File: config.mk
export PLATFORM = sky130hd
export DESIGN_NAME = telemetry_frame_crc16_packer
export DESIGN_NICKNAME = d
export VERILOG_FILES = /design/src/design/tfcp_pkg.sv /design/src/design/telemetry_frame_crc16_packer.sv /design/src/design/tfcp_front.sv /design/src/design/tfcp_queue.sv /design/src/design/tfcp_back.sv
export SDC_FILE = /design/constraint.sdc
export NUM_CORES = 1
export LEC_CHECK = 0
export BUFFER_PORTS_ARGS = -buffer_cell sky130_fd_sc_hd__buf_4
export CORE_UTILIZATION = 25
export CTS_BUF_LIST = sky130_fd_sc_hd__clkbuf_8
export DETAILED_ROUTE_END_ITERATION = 10
export GPL_ROUTABILITY_DRIVEN = 0
export SYNTH_ARGS = -nofsm -noshare
export SYNTH_HDL_FRONTEND = slang
export SYNTH_SLANG_ARGS = --single-unit
File: constraint.sdc
create_clock -name i_clk -period 3.1 [get_ports i_clk]
set_input_delay 0.93 -clock i_clk [delete_from_list [all_inputs] [get_ports i_clk]]
set_output_delay 0.93 -clock i_clk [all_outputs]
set_load 0.05 [all_outputs]
File: src/design/tfcp_pkg.sv
`timescale 1ns / 1ps
// ----------------------------------------------------------------------------
// tfcp_pkg
// Shared types, framing constants and the CRC-16/MCRF4XX byte update for the
// telemetry frame packer.
// ----------------------------------------------------------------------------
package tfcp_pkg;

    localparam logic [15:0] CRC_POLY = 16'h8408;
    localparam logic [15:0] CRC_INIT = 16'hFFFF;

    localparam logic [7:0] SYNC_0   = 8'hF1;
    localparam logic [7:0] SYNC_1   = 8'hF2;
    localparam logic [7:0] HDR_0    = 8'h00;
    localparam logic [7:0] HDR_1    = 8'h0C;
    localparam logic [7:0] TRAIL_0  = 8'hE3;
    localparam logic [7:0] TRAIL_1  = 8'hE4;

    // Byte positions within the emission sequence of one item.
    localparam logic [3:0] POS_SYNC_0  = 4'd0;
    localparam logic [3:0] POS_SYNC_1  = 4'd1;
    localparam logic [3:0] POS_HDR_0   = 4'd2;
    localparam logic [3:0] POS_HDR_1   = 4'd3;
    localparam logic [3:0] POS_DATA_0  = 4'd4;
    localparam logic [3:0] POS_DATA_1  = 4'd5;
    localparam logic [3:0] POS_DATA_2  = 4'd6;
    localparam logic [3:0] POS_DATA_3  = 4'd7;
    localparam logic [3:0] POS_CRC_LO  = 4'd8;
    localparam logic [3:0] POS_CRC_HI  = 4'd9;
    localparam logic [3:0] POS_TRAIL_0 = 4'd10;
    localparam logic [3:0] POS_TRAIL_1 = 4'd11;

    localparam int QUEUE_DEPTH = 2;
    localparam int QUEUE_AW    = $clog2(QUEUE_DEPTH);

    typedef struct packed {
        logic [31:0] word;
        logic        first;
        logic        last;
    } t_item;

    function automatic logic [15:0] crc_byte(input logic [15:0] crc, input logic [7:0] b);
        logic [15:0] c;
        logic [7:0]  d;
        c = crc;
        d = b;
        for (int i = 0; i < 8; i++) begin
            if (c[0] ^ d[0]) begin
                c = (c >> 1) ^ CRC_POLY;
            end else begin
                c = c >> 1;
            end
            d = d >> 1;
        end
        return c;
    endfunction

endpackage

File: src/design/telemetry_frame_crc16_packer.sv
`timescale 1ns / 1ps
// ----------------------------------------------------------------------------
// telemetry_frame_crc16_packer
// Packs 32-bit sensor words into framed byte packets with a CRC-16/MCRF4XX.
// ----------------------------------------------------------------------------
// Input channel: i_valid / o_stall carry one sensor word per item.
// Output channel: o_valid / i_stall carry one packet byte per item, with
// o_packet_end high on the final trailer byte of each packet.
// A packet is F1 F2 00 0C, then each word least significant byte first,
// then CRC low, CRC high, E3 E4. The CRC covers every byte before it.
// A word accepted while the output is free passes through the queue and then
// the output register. The serializer emits one byte per cycle while the
// receiver does not stall, so a word costs 4 bytes, plus 4 for the header on
// the first word of a packet and 4 for the trailer on the last; the byte-wide
// output port sets this rate. A two-entry queue lets new words be accepted
// while bytes of earlier ones are still going out.
// When the receiver stalls, the current byte is held and the queue fills,
// after which o_stall is raised. Reset empties the queue, drops any pending
// output and restarts at the first word of a packet with the CRC preset.
// ----------------------------------------------------------------------------
module telemetry_frame_crc16_packer #(
    parameter int WORDS_PER_PACKET = 16
) (
    input  logic               i_clk,
    input  logic               i_rst_n,
    input  logic               i_valid,
    output logic               o_stall,
    input  logic signed [31:0] i_sensor_word,
    output logic               o_valid,
    input  logic               i_stall,
    output logic [7:0]         o_out_byte,
    output logic               o_packet_end
);
    import tfcp_pkg::*;

    logic  queue_full;
    logic  push;
    t_item push_item;
    logic  pop;
    logic  head_valid;
    t_item head;

    tfcp_front #(
        .WORDS_PER_PACKET (WORDS_PER_PACKET)
    ) u_front (
        .i_clk         (i_clk),
        .i_rst_n       (i_rst_n),
        .i_valid       (i_valid),
        .o_stall       (o_stall),
        .i_sensor_word (i_sensor_word),
        .i_queue_full  (queue_full),
        .o_push        (push),
        .o_item        (push_item)
    );

    tfcp_queue u_queue (
        .i_clk        (i_clk),
        .i_rst_n      (i_rst_n),
        .i_push       (push),
        .i_item       (push_item),
        .o_full       (queue_full),
        .i_pop        (pop),
        .o_head_valid (head_valid),
        .o_head       (head)
    );

    tfcp_back u_back (
        .i_clk        (i_clk),
        .i_rst_n      (i_rst_n),
        .i_head_valid (head_valid),
        .i_head       (head),
        .o_pop        (pop),
        .o_valid      (o_valid),
        .i_stall      (i_stall),
        .o_out_byte   (o_out_byte),
        .o_packet_end (o_packet_end)
    );

endmodule

File: src/design/tfcp_front.sv
`timescale 1ns / 1ps
// ----------------------------------------------------------------------------
// tfcp_front
// Accepts sensor words, tracks the position within the packet and tags each
// item as the first and/or last word of its packet.
// ----------------------------------------------------------------------------
module tfcp_front #(
    parameter int WORDS_PER_PACKET = 16
) (
    input  logic                i_clk,
    input  logic                i_rst_n,
    input  logic                i_valid,
    output logic                o_stall,
    input  logic signed [31:0]  i_sensor_word,
    input  logic                i_queue_full,
    output logic                o_push,
    output tfcp_pkg::t_item     o_item
);
    import tfcp_pkg::*;

    // A packet must span at least two words and the 4-bit index covers at most 16.
    localparam int WPP_EFF = (WORDS_PER_PACKET < 2) ? 2 :
                             ((WORDS_PER_PACKET > 16) ? 16 : WORDS_PER_PACKET);
    localparam logic [3:0] LAST_IDX = 4'(WPP_EFF - 1);

    logic [3:0] r_word_index;
    logic [3:0] n_word_index;
    logic       last;

    assign o_stall = i_queue_full;
    assign o_push  = i_valid && !i_queue_full;
    assign last    = (r_word_index >= LAST_IDX);

    assign o_item.word  = i_sensor_word;
    assign o_item.first = (r_word_index == 4'd0);
    assign o_item.last  = last;

    always_comb begin
        n_word_index = r_word_index;
        if (o_push) begin
            n_word_index = last ? 4'd0 : r_word_index + 4'd1;
        end
    end

    always_ff @(posedge i_clk) begin
        if (!i_rst_n) begin
            r_word_index <= 4'd0;
        end else begin
            r_word_index <= n_word_index;
        end
    end

endmodule

File: src/design/tfcp_queue.sv
`timescale 1ns / 1ps
// ----------------------------------------------------------------------------
// tfcp_queue
// Short first-in first-out buffer of classified items between the front and
// the byte serializer.
// ----------------------------------------------------------------------------
module tfcp_queue (
    input  logic             i_clk,
    input  logic             i_rst_n,
    input  logic             i_push,
    input  tfcp_pkg::t_item  i_item,
    output logic             o_full,
    input  logic             i_pop,
    output logic             o_head_valid,
    output tfcp_pkg::t_item  o_head
);
    import tfcp_pkg::*;

    t_item                 r_mem [QUEUE_DEPTH];
    logic [QUEUE_AW-1:0]   r_wr_ptr;
    logic [QUEUE_AW-1:0]   r_rd_ptr;
    logic [QUEUE_AW:0]     r_count;
    logic [QUEUE_AW-1:0]   n_wr_ptr;
    logic [QUEUE_AW-1:0]   n_rd_ptr;
    logic [QUEUE_AW:0]     n_count;

    assign o_full       = (r_count == (QUEUE_AW + 1)'(QUEUE_DEPTH));
    assign o_head_valid = (r_count != '0);
    assign o_head       = r_mem[r_rd_ptr];

    always_comb begin
        n_wr_ptr = r_wr_ptr;
        n_rd_ptr = r_rd_ptr;
        n_count  = r_count;
        if (i_push) begin
            n_wr_ptr = (r_wr_ptr == QUEUE_AW'(QUEUE_DEPTH - 1)) ? '0 : r_wr_ptr + 1'b1;
        end
        if (i_pop) begin
            n_rd_ptr = (r_rd_ptr == QUEUE_AW'(QUEUE_DEPTH - 1)) ? '0 : r_rd_ptr + 1'b1;
        end
        if (i_push && !i_pop) begin
            n_count = r_count + 1'b1;
        end else if (i_pop && !i_push) begin
            n_count = r_count - 1'b1;
        end
    end

    always_ff @(posedge i_clk) begin
        if (i_push) begin
            r_mem[r_wr_ptr] <= i_item;
        end
    end

    always_ff @(posedge i_clk) begin
        if (!i_rst_n) begin
            r_wr_ptr <= '0;
            r_rd_ptr <= '0;
            r_count  <= '0;
        end else begin
            r_wr_ptr <= n_wr_ptr;
            r_rd_ptr <= n_rd_ptr;
            r_count  <= n_count;
        end
    end

endmodule

File: src/design/tfcp_back.sv
`timescale 1ns / 1ps
// ----------------------------------------------------------------------------
// tfcp_back
// Byte serializer: emits header, data, CRC and trailer bytes of each packet,
// one per cycle unless stalled, to an output register; keeps the running CRC.
// ----------------------------------------------------------------------------
module tfcp_back (
    input  logic             i_clk,
    input  logic             i_rst_n,
    input  logic             i_head_valid,
    input  tfcp_pkg::t_item  i_head,
    output logic             o_pop,
    output logic             o_valid,
    input  logic             i_stall,
    output logic [7:0]       o_out_byte,
    output logic             o_packet_end
);
    import tfcp_pkg::*;

    logic [3:0]  r_pos;
    logic [15:0] r_crc;
    logic        r_out_valid;
    logic [7:0]  r_out_byte;
    logic        r_out_end;

    logic [3:0]  n_pos;
    logic [15:0] n_crc;
    logic        n_out_valid;
    logic [3:0]  cur_pos;
    logic [7:0]  cur_byte;
    logic [15:0] crc_base;
    logic        load;
    logic        item_done;

    assign load = i_head_valid && (!r_out_valid || !i_stall);

    // An item that does not open a packet skips the four header positions.
    assign cur_pos  = (r_pos == POS_SYNC_0 && !i_head.first) ? POS_DATA_0 : r_pos;
    assign crc_base = (cur_pos == POS_SYNC_0) ? CRC_INIT : r_crc;

    always_comb begin
        unique case (cur_pos)
            POS_SYNC_0:  cur_byte = SYNC_0;
            POS_SYNC_1:  cur_byte = SYNC_1;
            POS_HDR_0:   cur_byte = HDR_0;
            POS_HDR_1:   cur_byte = HDR_1;
            POS_DATA_0:  cur_byte = i_head.word[7:0];
            POS_DATA_1:  cur_byte = i_head.word[15:8];
            POS_DATA_2:  cur_byte = i_head.word[23:16];
            POS_DATA_3:  cur_byte = i_head.word[31:24];
            POS_CRC_LO:  cur_byte = r_crc[7:0];
            POS_CRC_HI:  cur_byte = r_crc[15:8];
            POS_TRAIL_0: cur_byte = TRAIL_0;
            POS_TRAIL_1: cur_byte = TRAIL_1;
            default:     cur_byte = 8'h00;
        endcase
    end

    assign item_done = (cur_pos == POS_TRAIL_1) || (cur_pos == POS_DATA_3 && !i_head.last);
    assign o_pop     = load && item_done;

    always_comb begin
        n_pos       = r_pos;
        n_crc       = r_crc;
        n_out_valid = r_out_valid && i_stall;
        if (load) begin
            n_out_valid = 1'b1;
            n_pos       = item_done ? POS_SYNC_0 : cur_pos + 4'd1;
            // Only sync, header and data bytes enter the checksum.
            if (cur_pos < POS_CRC_LO) begin
                n_crc = crc_byte(crc_base, cur_byte);
            end
        end
    end

    always_ff @(posedge i_clk) begin
        if (load) begin
            r_out_byte <= cur_byte;
            r_out_end  <= (cur_pos == POS_TRAIL_1);
        end
    end

    always_ff @(posedge i_clk) begin
        if (!i_rst_n) begin
            r_pos       <= POS_SYNC_0;
            r_crc       <= CRC_INIT;
            r_out_valid <= 1'b0;
        end else begin
            r_pos       <= n_pos;
            r_crc       <= n_crc;
            r_out_valid <= n_out_valid;
        end
    end

    assign o_valid      = r_out_valid;
    assign o_out_byte   = r_out_byte;
    assign o_packet_end = r_out_end;

endmodule
==> out/summary.txt, run 1 <==
Outcome: finished clean
Nets: 510
Fraction of the mapped netlist area in simple logic gates: 0.116
Measured slew at the worst slew-check pin: 0.578 ns
Clock sinks: 107
Number of global-route vias before repair: 3,532
Final WS setup: 0.235 ns
Synthesized area: 4990 sq um
Max-cap viol count: 0
CP Launch Type: flip-flop
Crit path max-delay cell type: dfxtp_1
WHS Path Cells: 2
Gate power share: 0.363
Max Clk Rate: 349 MHz
Met2 wire len: 5650 microns
FF-to-FF End: u_back.r_crc[2]$_SDFFE_PN1P_
Synth Flop Type: edfxtp_1
Slowest stage delay, CP: 0.54 ns
Synthesis-to-finish area growth: 19.2%
Post-synthesis sequential area ratio: 0.583
Most common cell after layout, fill and taps aside: edfxtp_1
H-tree depth: 3
Num ports: 47
Post-synth EDFFs: 77
IO Port Bufs: 46
Layout fillers: 2,010
Vias: 3,457
Post-synthesis cell count: 408
Clock-pin slew on the worst setup and hold paths: 0.10 ns
Largest family of logic cells by synthesized area: compound AO/OA/AOI/OAI gates
Final Core Density: 0.305
Register-to-Register Path Depth: 9
Most frequent cells in the layout: edfxtp_1, buf_4, nor2_1
Site Rows: 51
Crit path DAT: 3.16 ns
Multi-input gate area: 1950 sq um
Layout cells sized above 1: 0.277
Synth warn: 0
Post-Synth XOR/XNOR Area: 0.0283
Cell variety after synth: 56
Peak VDD IR: 0.257 mV
CTS tree: done
RSZ-0062 raised after global routing: false
Post-CTS Setup Bufs: 0
Initial Utilization: 0.256
Net Switching: 1.49 mW
Skew-Pair Late Insertion Delay: 0.38 ns
Clk buf depth: 2
Metal-1 WL: 5050 microns
Die Area: 20,500 sq um
Inst Count DP: 720
Residual overflow from global routing: 0
Die width: 143 microns
P_leak: 2.18 nW
Tmin final: 2.86 ns
Hold Path End: u_back.o_valid$_SDFF_PN0_
Number of synthesized register bits: 107
CP required: 3.39 ns
Place WS: 0.213 ns
Final period util: 0.924
Total Power: 4.32 mW
Critical path capture point type: flip-flop
Post-DRT Antenna Nets: 0
CTS root buf: clkbuf_8
Clock Skews: 0.0156 ns
Sequential cell area: 2910 sq um
Core area: 19,500 sq um
Ant. Diodes: 0
Setup-failing EPs final: 0
Initial antenna violation count: 0
Internal: 2.83 mW
Pin count of the biggest net entering global routing: 35
Crit Path Max Fanout: 12
Die Height: 143 microns
Post-DR vias/cell: 4.70
TNS Setup: 0 ns
Clk pwr share: 0.192
Max-slew violations: 0
DP Area: 5750 sq um
GRT Total Usage: 0.121
Finished Cell Area: 5950 sq um
Hold_sp: u_back.o_valid$_SDFF_PN0_
Global-route wire length before repair: 18,500 microns
DR top layer: met4
Crit-path cells: mux2i_4 -> a2111oi_4 -> buf_4 -> buf_4 -> or2_2 -> and3_1 -> a211o_1 -> and2_1 -> a221oi_1
Cell mode on critical path: buf_4
DP HPWL: 8280 microns
Syn_area_per_cell: 12.2 sq um
Post-DR wirelength/cell: 15.7 microns
Num CTS Buffers: 9
Ys async rst share: 0
DRC: 0
Final hold vios: 0
DRT Pass-1 Iters: 4
Pwr/cell area: 726 nW/um^2
Slew headroom: 0.614
Switch share: 0.346
Adder-Cell Fraction of Synth Area: 0.0200
WL final: 11,500 microns
Initial DRC count: 258
Setup CP Type: reg2reg
Met3 wire len: 616 microns
Hold_buf cts: 0
Net Count, Synth: 452
Compound-cell area share of the yosys netlist: 0.139
Hold crit path type: reg2reg
R2r setup slk: 0.24 ns
Layout Cells excl Fill: 735
Multiplexer area fraction after synthesis: 0.0837
Register share of total power: 0.445
Hold WS: 0.511 ns
how the worst max path moves through the flow:
stage | start | to | slack [ns] | cells past startpoint
finish | flip-flop | u_back.r_crc[2]$_SDFFE_PN1P_ | 0.24 | 9
global route | u_back.r_pos[0]$_SDFFE_PN0P_ | u_back.r_crc[2]$_SDFFE_PN1P_ | 0.01 | 10
CTS | u_back.r_pos[0]$_SDFFE_PN0P_ | u_back.r_crc[2]$_SDFFE_PN1P_ | 0.18 | 10
detailed placement | u_back.r_pos[0]$_SDFFE_PN0P_ | u_back.r_crc[2]$_SDFFE_PN1P_ | 0.21 | 10
global placement | flip-flop | u_back.r_crc[13]$_SDFFE_PN1P_ | 0.32 | 8
floorplan | i_stall | u_back.r_crc[3]$_SDFFE_PN1P_ | 0.07 | 5
cell type report:
cell class                      instances  area share
Sequential cell                       107       0.489
Tap cell                              265      0.0557
Multi-Input combinational cell        268       0.328
Clock inverter                          6      0.0101
Timing Repair Buffer                   69      0.0892
Clock buffer                            9      0.0208
Inverter                               11     0.00694
critical path: cells and delay by family, from the launching register on:
family	cells	cell delay [ns]
flip-flops	1	0.54
multiplexers	1	0.49
AO/OA/AOI/OAI	3	0.66
buffers and inverters	2	0.39
AND/OR/NAND/NOR	3	0.68
cells by family after synthesis:
group	Yosys count
xor gates and xnor gates	13
muxes	36
adders and majority gates	8
buffers and inverters	33
and+or+nand+nor	114
DFF	107
AOI/OAI and AO/OA	97
per-layer routing:
metal,vias up,GRT usage
li1,1644,-
met2,91,0.203
met1,1708,0.146
met4,0,0.0409
met3,14,0.0373
met5,-,0
synth_stat cells (7+ instances only):
master | count | area, sq um
clkbuf_1 | 15 | 56.3
a22oi_1 | 17 | 128
nand2_1 | 20 | 75.1
edfxtp_1 | 77 | 2310
xor2_1 | 7 | 61.3
o211ai_1 | 8 | 60.1
nor3_1 | 8 | 40.0
mux2_2 | 31 | 349
a21oi_1 | 22 | 110
o21ai_0 | 14 | 70.1
or3_1 | 7 | 43.8
inv_1 | 11 | 41.3
nor2_1 | 36 | 135
dfxtp_1 | 30 | 601
ha_1 | 8 | 100
power groups by stage:
stage	clock network, mW	registers (mW)	logic (mW)
floorplan	0	2.03	0.973
global placement	0	1.95	1.52
detailed placement	0	1.96	1.55
CTS	0.868	1.92	1.56
global route	0.921	1.95	1.71
finish	0.829	1.92	1.57
flip-flops by register name, summed over array words and instances (netlist names), named ones only:
register              cells
u_queue.r_wr_ptr          1
u_queue.r_mem            68
u_back.o_packet_end       1
u_back.o_valid            1
u_back.o_out_byte         8
u_queue.r_count           2
u_front.r_word_index      4
u_back.r_crc             16
u_queue.r_rd_ptr          1
u_back.r_pos              4
what timing repair did:
item | CTS | global route
gates resized for setup | 0 | 3
endpoints found under the hold margin | 0 | 0
endpoints found under the setup margin | 0 | 8
Note: power is estimated with default switching activity, not from simulation.
==> run 2: changes to the inputs <==
==> constraint.sdc (replaced) <==
create_clock -name i_clk -period 3.1 [get_ports i_clk]
set_input_delay 0.62 -clock i_clk [delete_from_list [all_inputs] [get_ports i_clk]]
set_output_delay 0.62 -clock i_clk [all_outputs]
set_load 0.05 [all_outputs]
==> run 2 against run 1 <==
Utilization grew 0.22 points. Die area stayed put. Register-to-register slack better by 0.02 ns. Design area up 0.74%. Setup slack improved by 0.016 ns. Largest power group unchanged. Highest routed layer unchanged.
==> out/summary.txt, run 2 (synthesized netlist as in run 1, its figures left out) <==
Outcome: finished clean
Number of global-route vias before repair: 3,599 (+1.9%)
TNS Setup: 0 ns (unchanged)
Pwr/cell area: 732 nW/um^2 (+0.72%)
Die Height: 143 microns (unchanged)
Clock sinks: 107 (unchanged)
Num CTS Buffers: 9 (unchanged)
Post-DR vias/cell: 4.63 (-1.5%)
Crit path max-delay cell type: dfxtp_1
Total Power: 4.39 mW (+1.5%)
Crit-path cells: buf_4 -> mux2_2 -> a222oi_1 -> o22ai_1 -> or3_1 -> o211a_1 -> or4_1 -> o311a_1
Capture point of the critical path: u_back.r_crc[3]$_SDFFE_PN1P_
Most used routing layer: met2
Slowest stage delay, CP: 0.51 ns (-0.03 ns)
Met2 Resource Use GR: 0.202 (-0.000770)
Critical path capture point type: flip-flop
Core area: 19,500 sq um (unchanged)
Die Area: 20,500 sq um (unchanged)
Final hold vios: 0 (unchanged)
CP delay by family, top: simple AND/OR/NAND/NOR gates
P_leak: 2.19 nW (+0.40%)
Skew-Pair Late Insertion Delay: 0.38 ns (about the same)
Setup-failing EPs final: 0 (unchanged)
Critical Path Stages: 8 (-1)
Initial Utilization: 0.256 (unchanged)
Crit path DAT: 3.12 ns (-0.04 ns)
Post_cts resized: 0 (unchanged)
Clock Skews: 0.0146 ns (-0.000983 ns)
GRT Total Usage: 0.118 (-0.00290)
Final period util: 0.919 (-0.00504)
Layout cells sized above 1: 0.284 (+0.00730)
H-tree depth: 3 (unchanged)
Residual overflow from global routing: 0 (unchanged)
Register-to-Register Path Depth: 8 (-1)
Post-DRT Antenna Nets: 0 (unchanged)
Final WS setup: 0.251 ns (+0.0156 ns)
Vias: 3,415 (-1.2%)
Ant. Diodes: 0 (unchanged)
Measured slew at the worst slew-check pin: 0.583 ns (+0.00446 ns)
Num ports: 47 (unchanged)
WL final: 11,300 microns (-1.5%)
Die width: 143 microns (unchanged)
Nets: 511 (+0.20%)
Initial DRC count: 204 (-21%)
CP Launch Type: flip-flop
Site Rows: 51 (unchanged)
Most common cell after layout, fill and taps aside: edfxtp_1
Synthesis-to-finish area growth: 20.0%
Post-CTS Setup Bufs: 0 (unchanged)
Tmin final: 2.85 ns (-0.0156 ns)
Met3 Usage GRT: 0.0347 (-0.00267)
R2r setup slk: 0.25 ns (+0.02 ns)
FF-to-FF End: u_back.r_crc[3]$_SDFFE_PN1P_
Hold_buf cts: 0 (unchanged)
Hold WS: 0.418 ns (-0.0933 ns)
Peak VDD IR: 0.260 mV (+1.4%)
Largest Register: u_queue.r_mem
Number of flip-flops in the largest register: 68 (unchanged)
Most frequent cells in the layout: edfxtp_1, buf_4, nor2_1
Hold crit path type: in2reg
Post-DR wirelength/cell: 15.4 microns (-1.8%)
Initial antenna violation count: 0 (unchanged)
Crit Path Max Fanout: 6 (-6)
CP required: 3.37 ns (-0.02 ns)
RSZ-0062 raised after global routing: false
CTS root buf: clkbuf_8
Worst path bufs/invs: 1 (-1)
Setup CP Type: reg2reg
WHS Path Cells: 1 (-1)
Max-slew violations: 0 (unchanged)
Slew headroom: 0.612 (-0.00245)
IO Port Bufs: 46 (unchanged)
Max Clk Rate: 351 MHz (+0.55%)
DP HPWL: 8380 microns (+1.2%)
Max-cap viol count: 0 (unchanged)
DRC: 0 (unchanged)
Global-route wire length before repair: 18,200 microns (-1.7%)
Clk buf depth: 2 (unchanged)
Pin count of the biggest net entering global routing: 35 (unchanged)
Clock-pin slew on the worst setup and hold paths: 0.11 ns (about the same)
DRT Pass-1 Iters: 4 (unchanged)
Place WS: 0.214 ns (+0.000937 ns)
CTS tree: done
Met1 usage: 0.138 (-0.00821)
==> run 2: cell types whose count changed in the layout (fill, tap and decap cells not counted) <==
cell,previous run,this run
clkinv_8,0,2
inv_1,13,11
inv_6,0,2
buf_4,68,69
clkinv_2,1,0
clkinv_4,2,1
clkinvlp_4,0,1
==> run 2: per-layer routing <==
layer  share of wire  wire (microns)  up-vias
met5               0               0        -
met4           0.013             150        0
met3           0.065             738       12
met2            0.50            5640       91
met1            0.42            4800     1662
li1                -               -     1650
==> run 2: cell type report <==
cell class              instances  area [sq um]
fillers                      2013         13500
repair buffers                 70           538
clock buffers                   9           124
inverters                      11          41.3
well taps                     265           332
multi-input cells             268          1950
clock inverters                 7          96.3
flip-flops and latches        107          2910
==> run 2: where the power goes <==
| part | leakage [nW] | switching, mW | internal (mW) |
|---|---|---|---|
| logic | 1.11 | 0.891 | 0.670 |
| registers | 0.968 | 0.133 | 1.79 |
| clock network | 0.106 | 0.511 | 0.394 |
==> run 2: worst min path at each step <==
stage                                               startpoint                                   end  slack (ns)
after floorplan                  u_back.r_crc[12]$_SDFFE_PN1P_         u_back.r_crc[12]$_SDFFE_PN1P_        0.45
after global placement    u_front.r_word_index[1]$_SDFFE_PN0P_  u_front.r_word_index[1]$_SDFFE_PN0P_        0.48
after detailed placement             u_back.o_valid$_SDFF_PN0_             u_back.o_valid$_SDFF_PN0_        0.49
after CTS                                     i_sensor_word[8]        u_queue.r_mem[1][10]$_DFFE_PP_        0.40
after global routing                         i_sensor_word[31]        u_queue.r_mem[0][33]$_DFFE_PP_        0.39
final                                        i_sensor_word[17]        u_queue.r_mem[1][19]$_DFFE_PP_        0.42
==> run 2: through the flow <==
stage | utilization | instance area (sq um) | instances
3_3_place_gp | 0.295 | 5760 | 721
4_1_cts | 0.306 | 5980 | 737
2_1_floorplan | - | 4990 | 408
3_5_place_dp | 0.295 | 5760 | 721
5_1_grt | 0.307 | 5990 | 737
6_report | 0.307 | 5990 | 737
